File: src/hw/rtl/mtbsm_pkg.sv
// shared opcode, access code and width constants for the byte stack machine
`default_nettype none
package mtbsm_pkg;

    // access codes of an input transfer
    localparam logic [1:0] FUNC_TICK  = 2'd0;
    localparam logic [1:0] FUNC_WRITE = 2'd1;
    localparam logic [1:0] FUNC_READ  = 2'd2;

    // instruction opcodes
    localparam logic [7:0] OP_NOP  = 8'd0;
    localparam logic [7:0] OP_ORG  = 8'd1;
    localparam logic [7:0] OP_EQU  = 8'd2;
    localparam logic [7:0] OP_JMP  = 8'd3;
    localparam logic [7:0] OP_JMPZ = 8'd4;
    localparam logic [7:0] OP_PSHL = 8'd5;
    localparam logic [7:0] OP_PSH  = 8'd6;
    localparam logic [7:0] OP_PSHI = 8'd7;
    localparam logic [7:0] OP_POP  = 8'd8;
    localparam logic [7:0] OP_POPI = 8'd9;
    localparam logic [7:0] OP_ADD  = 8'd10;
    localparam logic [7:0] OP_SUB  = 8'd11;
    localparam logic [7:0] OP_INC  = 8'd12;
    localparam logic [7:0] OP_DEC  = 8'd13;
    localparam logic [7:0] OP_AND  = 8'd14;
    localparam logic [7:0] OP_OR   = 8'd15;
    localparam logic [7:0] OP_XOR  = 8'd16;
    localparam logic [7:0] OP_NOT  = 8'd17;
    localparam logic [7:0] OP_ROR  = 8'd18;
    localparam logic [7:0] OP_ROL  = 8'd19;
    localparam logic [7:0] OP_PIP  = 8'd20;
    localparam logic [7:0] OP_PDP  = 8'd21;
    localparam logic [7:0] OP_DUP  = 8'd22;
    localparam logic [7:0] OP_SAY  = 8'd23;

    // widths fixed by the transfer fields
    localparam int BYTE_W  = 8;
    localparam int DEPTH_W = 5;
    localparam int EN_W    = 4;

endpackage
`default_nettype wire

File: src/hw/rtl/multithread_byte_stack_machine_top.sv
// multithread byte stack machine: sequencer, heap, stacks and result register
`default_nettype none
// A tick runs one instruction on each thread enabled in thread_enable, thread 0 first, and
// returns one result per thread index below min(THREAD_COUNT, 4); the final one has last set.
// All heap reads go through the single read port of the heap memory and all stack
// reads through the single read port of the stack memory, so an enabled thread steps
// through fetch, up to two pops, operand fetch, up to two indirect reads, execute and
// result, and a disabled thread goes straight to its result. A heap write or unused access
// code also goes straight to its result, a heap read through a read wait. The input is
// stalled until the last result of the current transfer is loaded into the output register.
module multithread_byte_stack_machine_top #(
    parameter int HEAP_BYTES   = 256,
    parameter int STACK_DEPTH  = 16,
    parameter int THREAD_COUNT = 4
) (
    input  wire logic                         i_clk,
    input  wire logic                         i_rst_n,
    input  wire logic                         i_cfg_we,
    input  wire logic [mtbsm_pkg::EN_W-1:0]   i_cfg_wdata,
    input  wire logic                         i_valid,
    output logic                              o_stall,
    input  wire logic [1:0]                   i_func,
    input  wire logic [mtbsm_pkg::BYTE_W-1:0] i_addr,
    input  wire logic [mtbsm_pkg::BYTE_W-1:0] i_data,
    output logic                              o_valid,
    input  wire logic                         i_stall,
    output logic [1:0]                        o_thread_index,
    output logic                              o_executed,
    output logic                              o_said,
    output logic [mtbsm_pkg::BYTE_W-1:0]      o_say_addr,
    output logic [mtbsm_pkg::BYTE_W-1:0]      o_say_size,
    output logic [mtbsm_pkg::BYTE_W-1:0]      o_read_data,
    output logic [mtbsm_pkg::BYTE_W-1:0]      o_abs_pc,
    output logic [mtbsm_pkg::DEPTH_W-1:0]     o_stack_depth,
    output logic                              o_last
);
    import mtbsm_pkg::*;

    localparam int HW       = $clog2(HEAP_BYTES);
    localparam int HRECIP   = 65536 / HEAP_BYTES;
    localparam int TW       = (THREAD_COUNT > 1) ? $clog2(THREAD_COUNT) : 1;
    localparam int CW       = $clog2(STACK_DEPTH + 1);
    localparam int SWORDS   = THREAD_COUNT * STACK_DEPTH;
    localparam int SAW      = (SWORDS > 1) ? $clog2(SWORDS) : 1;
    localparam int REPORTED = (THREAD_COUNT < 4) ? THREAD_COUNT : 4;

    typedef enum logic [3:0] {
        S_IDLE, S_RDW, S_THR, S_OP, S_POP1, S_POP1D, S_POP2, S_POP2D,
        S_FET, S_FETD, S_IND, S_INDD, S_EXE, S_OUT
    } t_state;

    // heap offset wrap: reciprocal estimate then one correction step
    function automatic logic [HW-1:0] f_wrap(input logic [8:0] x);
        int q;
        int r;
        q = (int'(x) * HRECIP) >>> 16;
        r = int'(x) - q * HEAP_BYTES;
        if (r >= HEAP_BYTES) r = r - HEAP_BYTES;
        return HW'(r);
    endfunction

    // flat stack memory address of a thread's slot
    function automatic logic [SAW-1:0] f_saddr(input logic [TW-1:0] t, input logic [CW-1:0] i);
        return SAW'(int'(t) * STACK_DEPTH + int'(i));
    endfunction

    t_state                r_state;
    logic [TW-1:0]         r_t;
    logic [EN_W-1:0]       r_cfg;
    logic [BYTE_W-1:0]     r_start [THREAD_COUNT];
    logic [BYTE_W-1:0]     r_pc    [THREAD_COUNT];
    logic [CW-1:0]         r_cnt   [THREAD_COUNT];
    logic [BYTE_W-1:0]     r_op, r_a, r_b, r_d, r_e;
    logic                  r_z, r_ind2, r_tick, r_exec, r_said;
    logic [BYTE_W-1:0]     r_rdat;

    // heap memory with per-byte written flags
    logic [BYTE_W-1:0]     heap_mem [HEAP_BYTES];
    logic [HEAP_BYTES-1:0] r_hvld;
    logic [BYTE_W-1:0]     r_hq;
    logic                  r_hq_vld;
    logic [BYTE_W-1:0]     hq;

    // stack memory
    logic [BYTE_W-1:0]     stk_mem [SWORDS];
    logic [BYTE_W-1:0]     r_sq;

    logic [BYTE_W-1:0]     cur_start, cur_pc, off, push_val;
    logic [CW-1:0]         cur_cnt;
    logic [1:0]            t2;
    logic                  cur_en, pop2, pop1, is_top, need_fet, need_ind, is_push, stk_room;
    logic                  h_we, s_we, accept, out_load, t_last;
    logic [HW-1:0]         thr_idx, rd_idx, h_widx;
    logic [BYTE_W-1:0]     h_wdata;
    logic [SAW-1:0]        s_raddr, s_waddr;

    assign cur_start = r_start[r_t];
    assign cur_pc    = r_pc[r_t];
    assign cur_cnt   = r_cnt[r_t];
    assign t2        = 2'(r_t);
    assign cur_en    = r_cfg[t2];
    assign t_last    = (int'(r_t) == REPORTED - 1);
    assign stk_room  = (cur_cnt < CW'(STACK_DEPTH));
    assign hq        = r_hq_vld ? r_hq : '0;
    assign accept    = i_valid && !o_stall;
    assign out_load  = (r_state == S_OUT) && (!o_valid || !i_stall);
    assign o_stall   = (r_state != S_IDLE);

    // opcode class decode
    always_comb begin
        pop2     = r_op inside {OP_EQU, OP_ADD, OP_SUB, OP_AND, OP_OR, OP_XOR, OP_SAY};
        pop1     = r_op inside {OP_JMPZ, OP_POP, OP_POPI, OP_INC, OP_DEC, OP_NOT,
                                OP_ROR, OP_ROL};
        is_top   = (r_op == OP_DUP);
        need_fet = r_op inside {OP_JMP, OP_JMPZ, OP_PSHL, OP_PSH, OP_PSHI, OP_POP, OP_POPI,
                                OP_ROR, OP_ROL, OP_PIP, OP_PDP};
        need_ind = r_op inside {OP_PSH, OP_PSHI, OP_POPI, OP_PIP, OP_PDP};
        is_push  = r_op inside {OP_EQU, OP_PSHL, OP_PSH, OP_PSHI, OP_ADD, OP_SUB, OP_INC,
                                OP_DEC, OP_AND, OP_OR, OP_XOR, OP_NOT, OP_ROR, OP_ROL,
                                OP_DUP};
    end

    // shared alu for the pushed value
    always_comb begin
        case (r_op)
            OP_EQU:  push_val = (r_a == r_b) ? 8'd1 : 8'd0;
            OP_PSHL: push_val = r_d;
            OP_PSH:  push_val = r_e;
            OP_PSHI: push_val = r_e;
            OP_ADD:  push_val = r_a + r_b;
            OP_SUB:  push_val = r_a - r_b;
            OP_INC:  push_val = r_a + 8'd1;
            OP_DEC:  push_val = r_a - 8'd1;
            OP_AND:  push_val = r_a & r_b;
            OP_OR:   push_val = r_a | r_b;
            OP_XOR:  push_val = r_a ^ r_b;
            OP_NOT:  push_val = ~r_a;
            OP_ROR:  push_val = r_a >> r_d[2:0];
            OP_ROL:  push_val = r_a << r_d[2:0];
            default: push_val = r_a;
        endcase
    end

    // thread heap address: one adder and wrap shared by all thread accesses
    always_comb begin
        case (r_state)
            S_IND:   off = r_d;
            S_EXE:   off = (r_op == OP_POPI) ? r_e : r_d;
            default: off = cur_pc;
        endcase
    end
    assign thr_idx = f_wrap(9'(cur_start) + 9'(off));
    assign rd_idx  = (r_state == S_IDLE) ? f_wrap({1'b0, i_addr}) : thr_idx;

    // heap write port
    always_comb begin
        h_we    = 1'b0;
        h_widx  = thr_idx;
        h_wdata = r_a;
        if (r_state == S_IDLE) begin
            h_we    = accept && (i_func == FUNC_WRITE);
            h_widx  = f_wrap({1'b0, i_addr});
            h_wdata = i_data;
        end else if (r_state == S_EXE) begin
            h_we = r_op inside {OP_POP, OP_POPI, OP_PIP, OP_PDP};
            if (r_op == OP_PIP) h_wdata = r_e + 8'd1;
            if (r_op == OP_PDP) h_wdata = r_e - 8'd1;
        end
    end

    // stack port
    assign s_raddr = f_saddr(r_t, CW'(cur_cnt - 1'b1));
    assign s_waddr = f_saddr(r_t, cur_cnt);
    assign s_we    = (r_state == S_EXE) && is_push && stk_room;

    always_ff @(posedge i_clk) begin
        if (h_we) heap_mem[h_widx] <= h_wdata;
        r_hq <= heap_mem[rd_idx];
    end

    always_ff @(posedge i_clk) begin
        if (s_we) stk_mem[s_waddr] <= push_val;
        r_sq <= stk_mem[s_raddr];
    end

    // written flags of the heap
    always_ff @(posedge i_clk) begin
        if (!i_rst_n) begin
            r_hvld   <= '0;
            r_hq_vld <= 1'b0;
        end else begin
            if (h_we) r_hvld[h_widx] <= 1'b1;
            r_hq_vld <= r_hvld[rd_idx] && !(h_we && h_widx == rd_idx);
        end
    end

    // sequencer, thread state and result register
    always_ff @(posedge i_clk) begin
        if (!i_rst_n) begin
            r_state <= S_IDLE;
            r_t     <= '0;
            r_cfg   <= EN_W'(1);
            for (int i = 0; i < THREAD_COUNT; i++) begin
                r_start[i] <= '0;
                r_pc[i]    <= '0;
                r_cnt[i]   <= '0;
            end
            o_valid <= 1'b0;
        end else begin
            if (i_cfg_we) r_cfg <= i_cfg_wdata;
            if (o_valid && !i_stall && !out_load) o_valid <= 1'b0;
            case (r_state)
                S_IDLE: begin
                    r_exec <= 1'b0;
                    r_said <= 1'b0;
                    r_a    <= '0;
                    r_b    <= '0;
                    r_rdat <= '0;
                    r_tick <= accept && (i_func == FUNC_TICK);
                    if (accept) begin
                        r_t <= '0;
                        if (i_func == FUNC_TICK) begin
                            r_state <= S_THR;
                        end else if (i_func == FUNC_READ) begin
                            r_state <= S_RDW;
                        end else begin
                            r_state <= S_OUT;
                        end
                    end
                end
                S_RDW: begin
                    r_rdat  <= hq;
                    r_state <= S_OUT;
                end
                S_THR: begin
                    r_exec <= cur_en;
                    r_said <= 1'b0;
                    r_a    <= '0;
                    r_b    <= '0;
                    if (cur_en) begin
                        r_pc[r_t]  <= cur_pc + 8'd1;
                        r_state    <= S_OP;
                    end else begin
                        r_state <= S_OUT;
                    end
                end
                S_OP: begin
                    r_op    <= hq;
                    r_state <= S_POP1;
                end
                S_POP1: begin
                    r_z <= (cur_cnt == '0);
                    if ((pop1 || pop2) && cur_cnt != '0) r_cnt[r_t] <= cur_cnt - 1'b1;
                    r_state <= (pop1 || pop2 || is_top) ? S_POP1D : S_FET;
                end
                S_POP1D: begin
                    r_a     <= r_z ? '0 : r_sq;
                    r_state <= pop2 ? S_POP2 : S_FET;
                end
                S_POP2: begin
                    r_z <= (cur_cnt == '0);
                    if (cur_cnt != '0) r_cnt[r_t] <= cur_cnt - 1'b1;
                    r_state <= S_POP2D;
                end
                S_POP2D: begin
                    r_b     <= r_z ? '0 : r_sq;
                    r_state <= S_FET;
                end
                S_FET: begin
                    r_state <= need_fet ? S_FETD : S_EXE;
                end
                S_FETD: begin
                    r_d <= hq;
                    if (r_op == OP_JMP || (r_op == OP_JMPZ && r_a == '0)) begin
                        r_pc[r_t] <= hq;
                    end else begin
                        r_pc[r_t] <= cur_pc + 8'd1;
                    end
                    r_ind2  <= (r_op == OP_PSHI);
                    r_state <= need_ind ? S_IND : S_EXE;
                end
                S_IND: begin
                    r_state <= S_INDD;
                end
                S_INDD: begin
                    r_e <= hq;
                    if (r_ind2) begin
                        r_d     <= hq;
                        r_ind2  <= 1'b0;
                        r_state <= S_IND;
                    end else begin
                        r_state <= S_EXE;
                    end
                end
                S_EXE: begin
                    if (r_op == OP_ORG) begin
                        r_start[r_t] <= cur_start + cur_pc - 8'd1;
                        r_pc[r_t]    <= 8'd1;
                    end
                    if (s_we) r_cnt[r_t] <= cur_cnt + 1'b1;
                    r_said  <= (r_op == OP_SAY);
                    r_state <= S_OUT;
                end
                S_OUT: begin
                    if (out_load) begin
                        o_valid        <= 1'b1;
                        o_thread_index <= r_tick ? t2 : 2'd0;
                        o_executed     <= r_exec;
                        o_said         <= r_said;
                        o_say_addr     <= r_said ? r_a : '0;
                        o_say_size     <= r_said ? r_b : '0;
                        o_read_data    <= r_rdat;
                        o_abs_pc       <= r_tick ? cur_start + cur_pc : '0;
                        o_stack_depth  <= r_tick ? DEPTH_W'(cur_cnt) : '0;
                        o_last         <= !r_tick || t_last;
                        if (r_tick && !t_last) begin
                            r_t     <= r_t + 1'b1;
                            r_state <= S_THR;
                        end else begin
                            r_state <= S_IDLE;
                        end
                    end
                end
                default: r_state <= S_IDLE;
            endcase
        end
    end

`ifndef NO_ASSERTIONS
    // an instruction only executes on an enabled thread
    a_exec_enabled: assert property (@(posedge i_clk) disable iff (!i_rst_n)
        (r_state == S_EXE) |-> (r_exec && cur_en))
        else $error("instruction executed on a disabled thread");

    // a disabled thread never reports a say event
    a_say_exec: assert property (@(posedge i_clk) disable iff (!i_rst_n)
        (o_valid && o_said) |-> o_executed)
        else $error("say reported without execution");

    // stack fill stays within its depth
    a_stack_bound: assert property (@(posedge i_clk) disable iff (!i_rst_n)
        cur_cnt <= CW'(STACK_DEPTH))
        else $error("stack count beyond depth");

    // a loaded tick result that is not the last moves the sequencer on to the next thread
    a_tick_advance: assert property (@(posedge i_clk) disable iff (!i_rst_n)
        (out_load && r_tick && !t_last) |=> (r_state == S_THR))
        else $error("tick did not advance to next thread");
`endif

endmodule
`default_nettype wire

File: config.mk
export PLATFORM = sky130hd
export DESIGN_NAME = multithread_byte_stack_machine_top
export DESIGN_NICKNAME = d
export VERILOG_FILES = /design/src/hw/rtl/mtbsm_pkg.sv /design/src/hw/rtl/multithread_byte_stack_machine_top.sv
export SDC_FILE = /design/constraint.sdc
export NUM_CORES = 2
export LEC_CHECK = 0
export BUFFER_PORTS_ARGS = -buffer_cell sky130_fd_sc_hd__buf_4
export CAP_MARGIN = 20
export CORE_ASPECT_RATIO = 1.25
export CORE_MARGIN = 2
export CORE_UTILIZATION = 63
export CTS_CLUSTER_SIZE = 25
export DETAILED_ROUTE_END_ITERATION = 16
export PLACE_DENSITY = 0.77
export SKIP_LAST_GASP = 1
export SLEW_MARGIN = 0
export SYNTH_ARGS = -nofsm -noshare
export SYNTH_HDL_FRONTEND = slang
export SYNTH_SLANG_ARGS = --single-unit
File: constraint.sdc
create_clock -name i_clk -period 15.3 [get_ports i_clk]
set_clock_uncertainty 0.15 [all_clocks]
set_input_delay 1.53 -clock i_clk [delete_from_list [all_inputs] [get_ports i_clk]]
set_output_delay 1.53 -clock i_clk [all_outputs]
set_load 0.03 [all_outputs]
# Yosys cells after proc, flatten, opt, wreduce, memory -nomap -nowiden
# Memory sizes are Yosys's and may differ from the RTL's. A register that Yosys moved wholly into a read port is not among the register bits.
# Cells that the tools add are included.
# W data, S select, Z words.
# op_classes
addsub,18
order_cmp,6
eq_ne,44
shift,2
muxes,100
n_bitwise,10
reduce_logical,65
# ops
cell,n
$or A256 B256 Y256,1
$mux W8,16
$pmux W8 S13,1
$pmux W8 S2,5
$eq A8 B4 Y1 const B,8
$eq A8 B5 Y1 const B,8
$pmux W4 S13,1
$mux W1,44
$sub A8 B1 Y8 const B,5
$eq A8 B3 Y1 const B,4
$mux W4,7
$mux W2,13
$add A8 B1 Y8 const B,3
$eq A4 B4 Y1 const B,6
$reduce_and A2 Y1,11
$add A8 B8 Y8,2
$eq A4 B3 Y1 const B,4
$eq A8 B2 Y1 const B,2
$reduce_or A8 Y1,2
$mux W5,3
$reduce_bool A15 Y1,1
$reduce_bool A2 Y1,7
$logic_and A1 B1 Y1,13
$add A6 B5 Y6,2
other kinds (48),76
# totals
regBits,363
ram_bits,2644
input_bits,27
out_inout_bits,44
wordCells,276
memories,5
# memory_table
name,words,word_bits,rd,rd_clocked_by_memory_dff,write_ports,line_no,text
heap_mem,256,8,1,1,1,multithread_byte_stack_machine_top.sv:78,logic [BYTE_W-1:0] heap_mem [HEAP_BYTES];
stk_mem,64,8,1,1,1,multithread_byte_stack_machine_top.sv:85,logic [BYTE_W-1:0] stk_mem [SWORDS];
r_pc,4,8,1,1,4,multithread_byte_stack_machine_top.sv:71,logic [BYTE_W-1:0] r_pc [THREAD_COUNT];
r_start,4,8,1,1,4,multithread_byte_stack_machine_top.sv:70,logic [BYTE_W-1:0] r_start [THREAD_COUNT];
r_cnt,4,5,1,1,4,multithread_byte_stack_machine_top.sv:72,logic [CW-1:0] r_cnt [THREAD_COUNT];

# Logic depth before layout (Yosys ltp)
# depth
depth_word,13
ltp_mapped,23
ltp_nobuf,16

# Least setup slack after synthesis
# Ideal clock, no wire load.
# synth_timing
kind,reg-to-reg
startpoint,register r_op[5]
endpoint,"memory heap_mem[0][1], data pin"
setup_time_ns,2.187
t_arrival_ns,11.718
required_time_ns,12.963
setup_slack_ns,1.245
path_stages_with_launch,8
path_buffers,0
synth_period_minus_slack_ns,14.055
cell_sequence,edfxtp_1 nor3_1 nand3_1 nor3_1 o221ai_1 o21ai_0 o21ai_0 o21ai_0
# synth_between
elab_chain_cells,5
elab_cells_between_ends,6
cone_classes,eq/ne (2); mux (4)
# synth_rtl
item,line_no,text
start: declaration,multithread_byte_stack_machine_top.sv:73,"logic [BYTE_W-1:0] r_op, r_a, r_b, r_d, r_e;"
start signal: assignment,multithread_byte_stack_machine_top.sv:248,r_op <= hq;
$eq A8 B5 Y1,multithread_byte_stack_machine_top.sv:166,if (r_op == OP_PIP) h_wdata = r_e + 8'd1;
$mux W8,multithread_byte_stack_machine_top.sv:166,
$mux W8 *,multithread_byte_stack_machine_top.sv:167,if (r_op == OP_PDP) h_wdata = r_e - 8'd1;
$mux W8 *,multithread_byte_stack_machine_top.sv:164,end else if (r_state == S_EXE) begin
$mux W8 *,multithread_byte_stack_machine_top.sv:160,if (r_state == S_IDLE) begin
named net h_wdata[1],multithread_byte_stack_machine_top.sv:94,logic [BYTE_W-1:0] h_wdata;
end: declaration,multithread_byte_stack_machine_top.sv:78,
# The timed path passes the listed nets; every way through them passes the cells marked *.

# Worst setup path in the final report
# layout_timing
startpoint,register r_state[1]
endpoint,register r_hq[2] (read register of heap_mem)
# layout_between
elab_chain_cells,7
elab_cells_between_ends,10
cone_classes,add/sub (3); order compare (1); eq/ne (2); mux (3); reduce/logical (1)
# layout_rtl
item,line_no,text
start: declaration,multithread_byte_stack_machine_top.sv:67,t_state r_state;
start signal: assignment,multithread_byte_stack_machine_top.sv:254,r_state <= (pop1 || pop2 || is_top) ? S_POP1D : S_FET;
start signal: assignment,multithread_byte_stack_machine_top.sv:258,r_state <= pop2 ? S_POP2 : S_FET;
start signal: assignment,multithread_byte_stack_machine_top.sv:270,r_state <= need_fet ? S_FETD : S_EXE;
$eq A4 B4 Y1,multithread_byte_stack_machine_top.sv:146,case (r_state)
$pmux W8 S2,multithread_byte_stack_machine_top.sv:146,
$add A8 B8 Y9,multithread_byte_stack_machine_top.sv:152,assign thr_idx = f_wrap(9'(cur_start) + 9'(off));
$sub A9 B9 Y10,multithread_byte_stack_machine_top.sv:57,r = int'(x) - q * HEAP_BYTES;
$sub A8 B1 Y8 or $ge A10 B10 Y1 (tied branches),multithread_byte_stack_machine_top.sv:58,if (r >= HEAP_BYTES) r = r - HEAP_BYTES;
$mux W8,multithread_byte_stack_machine_top.sv:58,
$mux W8 *,multithread_byte_stack_machine_top.sv:153,"assign rd_idx = (r_state == S_IDLE) ? f_wrap({1'b0, i_addr}) : thr_idx;"
end: declaration,multithread_byte_stack_machine_top.sv:80,logic [BYTE_W-1:0] r_hq;
# Mark *: on every way between the ends. The rest lies on a longest branch, timed or not.
# A chain may end at the register's enable or synchronous reset.

==> results.txt <==
The total net switching power is approximately 11 mW. The slack of the critical path came out at around 7 ns. The portion of the clock cycle consumed by the worst path in the final layout is 0.5384. The portion of netlist area occupied by mux cells came out at 0.1039. The combinational share of power came out at 0.369. For this run, the share of the core covered by cells in the final layout is 0.7000.

The critical path's top delay family is compound AO/OA/AOI/OAI gates. The minimum clock period after layout came out at 8.237 ns. The area growth from synthesis to layout is 10.67%. The initial antenna violation count is 14.

Of the synthesized area, sequential elements account for 0.7248. The post-synthesis share of cell area spent on full adders, half adders and majority gates is 0.006329. Power comes to 28.32 mW.

TritonCTS created between 200 and 300 clock buffers. After detailed routing, the number of remaining DRC violations is 0. The die is between 400 and 500 µm tall.

The fraction of power spent switching nets is 0.3830. The highest ir drop seen on vdd is ~320 µV. The source of the worst register-to-register timing path is r_state[1]. The final count of hold timing violations is 0. The number of port buffers came out at 70.

The HPWL after detailed placement is ~210,000 µm. The number of nets in the synthesized netlist came out at approximately 7,700. The combined global-route utilization of all metal layers came out at 0.3609. The critical path starts at r_state[1].

After synthesis, the largest family of logic cells by area is multiplexers. The multi-input gate area in the final layout came out at between 30,000 and 40,000 µm². The clock transition at the registers of the reported paths came out at about 0.060 ns. The first-pass detailed-route iteration total is 10. In this run the power density over the cells is approximately 210 nW/µm². The clock drives approximately 3,000 sinks. The routability congestion estimate from global placement is between 0.9 and 1. The buffer cell driving the clock tree root is sky130_fd_sc_hd__clkbuf_16. The routed design uses between 40,000 and 50,000 µm of met3 wire. The source-to-sink clock delay at the later pin of the worst-skew pair is approximately 0.96 ns. The DRC violation total after the first TritonRoute iteration is ~11,000. Synthesis produced roughly 7,600 cells. TritonCTS built the clock tree. The basic-gate share of the synthesized area counting and, or, nand and nor cells is 0.07832.

The synthesized area came out at 121,400 µm². The count of nets left with antenna violations once routing finished came out at 0. The leakage component of the power came out at around 44 nW.

The internal power of the cells totals between 15 and 20 mW. The critical path ends at r_hq[2]. The area of all sequential standard cells is between 80,000 and 90,000 µm². Headroom to the max-slew limit came out at 0.09589. The area fraction in compound gates after synthesis came out at 0.06294.

The depth of the CTS H-tree came out at 5. The required time at the worst-slack endpoint came out at around 16 ns. The share of synthesized area in the top cell type comes to 0.6776. The final-report setup violation count is 0. The via count of the first global-routing pass was 72,530. The top achievable clock speed is roughly 120 MHz. The fill cell total of the finished layout is between 10,000 and 15,000. Buffers added to address setup during post-CTS repair amount to 0. The starting utilization of the core area came out at 0.6326.

In this run, distinct cell masters in the synthesized netlist total between 80 and 90. The Yosys step of the flow raised 0 warnings. After synthesis, the share of flip-flops with an asynchronous set or reset is 0. The detailed-route wire length on metal 1 is ~120,000 µm. The final layout contains between 7,000 and 8,000 nets.

The critical path goes through and2b_1 -> o21ai_2 -> a31oi_1 -> nand2_1 -> nand2_1 -> ha_1 -> fa_1 -> o41a_1 -> a21o_4 -> buf_4 -> buf_4 -> buf_4 -> nand2_1 -> o311ai_0 -> o211ai_1 -> o41ai_1 -> o21ai_1. The die outline area came out at around 200,000 µm². The xor and xnor area share after synthesis came out at 0.003505. Counting cells, the worst reg-to-reg path comes to 17. For the pin with the worst max-slew slack, the measured transition is between 1 and 1.5 ns.

The endpoint identified for the worst register-to-register timing path is r_hq[2]. The peak fanout along the critical path came out at 55. The pin count of the biggest net entering global routing is approximately 210. The worst slack at placement is about 7.4 ns. STA classifies the critical path endpoint as a flip-flop. At the worst endpoint, the arrival time is just under 9 ns. The count of max-cap constraint violations is 0. Of the cells placed in the final design, the portion with a size suffix greater than 1 is 0.1516. Counting flops and latches in the post-synthesis netlist gives around 3,000. The number of enable flip-flop cells after synthesis came out at ~2,700. The worst-case register-to-register setup slack is slightly above 7 ns.

In the post-synthesis netlist, the biggest area contributors are sky130_fd_sc_hd__edfxtp_1 (68%), sky130_fd_sc_hd__mux4_2 (8.5%), sky130_fd_sc_hd__dfxtp_1 (4.7%), sky130_fd_sc_hd__nand2_1 (3.3%), sky130_fd_sc_hd__mux2i_1 (1.9%). Setup repair after global routing left no endpoint under its margin. The most used flip-flop cell after synthesis is sky130_fd_sc_hd__edfxtp_1.

The mean post-synth cell area is between 15 and 20 µm². The share of total power dissipated in sequential elements is 0.375. The run finished with clean final reports. The min-delay analysis places its worst path in the category reg -> reg. Dividing the detail-routed via count by the number of cells gives between 7 and 8. The total negative slack came out at 0 ns. The number of gates resized after CTS was 0. slightly above 70 I/O pins were placed.

The average routed wire per standard cell came out at 33.85 µm. The combined buffer and inverter count along the critical path came out at 3. After floorplanning, the core was divided into 180 placement rows. STA classifies the critical path startpoint as a flip-flop. The placeable core area is ~190,000 µm². Of all cell types, the one taking the most synthesized area is sky130_fd_sc_hd__edfxtp_1. The total number of vias is roughly 73,000. The maximum clock path buffer count is 4. The share of total power dissipated in the clock network is 0.256. The worst stage delay on the critical path is around 0.85 ns. Summed over all layers, the routed wires come to roughly 350,000 µm.

The critical path is of the reg -> reg type. The count of pins over their slew limit came out at 0. In the detailed route, the total length drawn on met2 is 167,600 µm. The width of the chip is 396.6 µm. Global routing finished with a remaining overflow of 0.

The slowest stage of the critical path is the sky130_fd_sc_hd__dfxtp_1 cell. The global-route wire length before repair is between 500,000 and 600,000 µm. The number of hold buffers added after CTS came out at 0. The number of cells on the critical path came out at 17.

The highest signal layer in the routed design is met5.
[through the flow]
stage,area [µm²],hold WS (ns),std cells
after global placement,124600,0.2892,9926
final,134300,0.3127,10480
after floorplan,121400,0.2503,7625
after global routing,134300,0.3183,10470
after CTS,134200,0.3118,10460
after detailed placement,124700,0.2942,9935
[cell type report]
cell class	instances	share of cell area
diodes	12	0.0002236
clock buffers	398	0.06136
clock inverters	123	0.009315
inverters	70	0.002012
multi-input cells	4061	0.2335
flip-flops and latches	3025	0.6549
well taps	2548	0.02373
repair buffers	239	0.01491
[worst min-delay path by stage]
stage	from	end	cells after the start
floorplan	r_exec	o_executed	0
global placement	r_hvld[241]	r_hvld[241]	1
detailed placement	r_exec	o_executed	0
CTS	r_hvld[241]	r_hvld[241]	1
global route	r_exec	o_executed	0
finish	r_hvld[241]	r_hvld[241]	1
[kinds of logic (layout without fill, tap and decap cells)]
| kind of cell | count (synthesis) | after routing |
|---|---|---|
| flops | 3025 | 3025 |
| fa+ha+maj | 59 | 59 |
| other cells | 0 | 12 |
| compound gates | 1057 | 1057 |
| buf+inv | 539 | 830 |
| mux | 688 | 688 |
| xor+xnor | 47 | 47 |
| simple gates | 2210 | 2210 |
[registers in the layout, summed over array words and instances, names as in the netlist, 20 cells and up, named ones only]
| register | flops |
|---|---|
| r_start | 32 |
| r_pc | 32 |
| heap_mem | 2048 |
| r_cnt | 20 |
| stk_mem | 512 |
| r_hvld | 256 |
[layout by cell type (no fill, tap or decap), drive strengths merged, types with 14 or more instances in the layout]
cell type	instances
xnor2	30
dfxtp	286
a22oi	49
and3	61
a21oi	143
a31oi	71
bufinv	24
nor4	23
nor2b	20
and2	43
xor2	16
clkbuf	399
nor2	528
clkinv	83
mux4	457
nand4	60
o21ai	82
nand3	295
buf	238
o211ai	20
ha	55
inv	74
nand2b	26
mux2i	225
a221oi	25
nand2	1071
a311oi	48
a211oi	40
nor3	53
o2111ai	14
edfxtp	2739
a32oi	126
o21a	262
o22ai	56
[layer usage]
| metal | GRT usage | vias up |
|---|---|---|
| met5 | 0 | - |
| met3 | 0.08884 | 1375 |
| li1 | - | 29800 |
| met2 | 0.5677 | 5466 |
| met4 | 0.2479 | 20 |
| met1 | 0.4454 | 36830 |
[power groups by stage]
stage	logic [mW]	registers, mW	clock network [mW]
final	10.5	10.6	7.24
after floorplan	5.86	11.5	0
after CTS	10.1	10.6	7.25
after global placement	9.78	10.8	0
after detailed placement	10.0	10.8	0
after global routing	10.6	10.6	7.55
[Yosys cell counts, types with 25 or more instances]
cell                          n
sky130_fd_sc_hd__edfxtp_1  2739
sky130_fd_sc_hd__nand2_1   1071
sky130_fd_sc_hd__nor2_1     517
sky130_fd_sc_hd__mux4_2     457
sky130_fd_sc_hd__nand3_1    288
sky130_fd_sc_hd__dfxtp_1    286
sky130_fd_sc_hd__o21a_1     262
sky130_fd_sc_hd__mux2i_1    225
sky130_fd_sc_hd__clkbuf_1   214
sky130_fd_sc_hd__buf_2      146
sky130_fd_sc_hd__a21oi_1    143
sky130_fd_sc_hd__a32oi_1    126
sky130_fd_sc_hd__o21ai_0     78
sky130_fd_sc_hd__a31oi_1     71
sky130_fd_sc_hd__inv_1       69
sky130_fd_sc_hd__and3_1      61
sky130_fd_sc_hd__nand4_1     60
sky130_fd_sc_hd__o22ai_1     56
sky130_fd_sc_hd__ha_1        55
sky130_fd_sc_hd__buf_1       53
sky130_fd_sc_hd__nor3_1      52
sky130_fd_sc_hd__a22oi_1     49
sky130_fd_sc_hd__a311oi_1    48
sky130_fd_sc_hd__buf_4       47
sky130_fd_sc_hd__and2_1      41
sky130_fd_sc_hd__a211oi_1    40
sky130_fd_sc_hd__xnor2_1     30
sky130_fd_sc_hd__nand2b_1    26
sky130_fd_sc_hd__a221oi_1    25
Note: power is estimated with default switching activity, not from simulation.
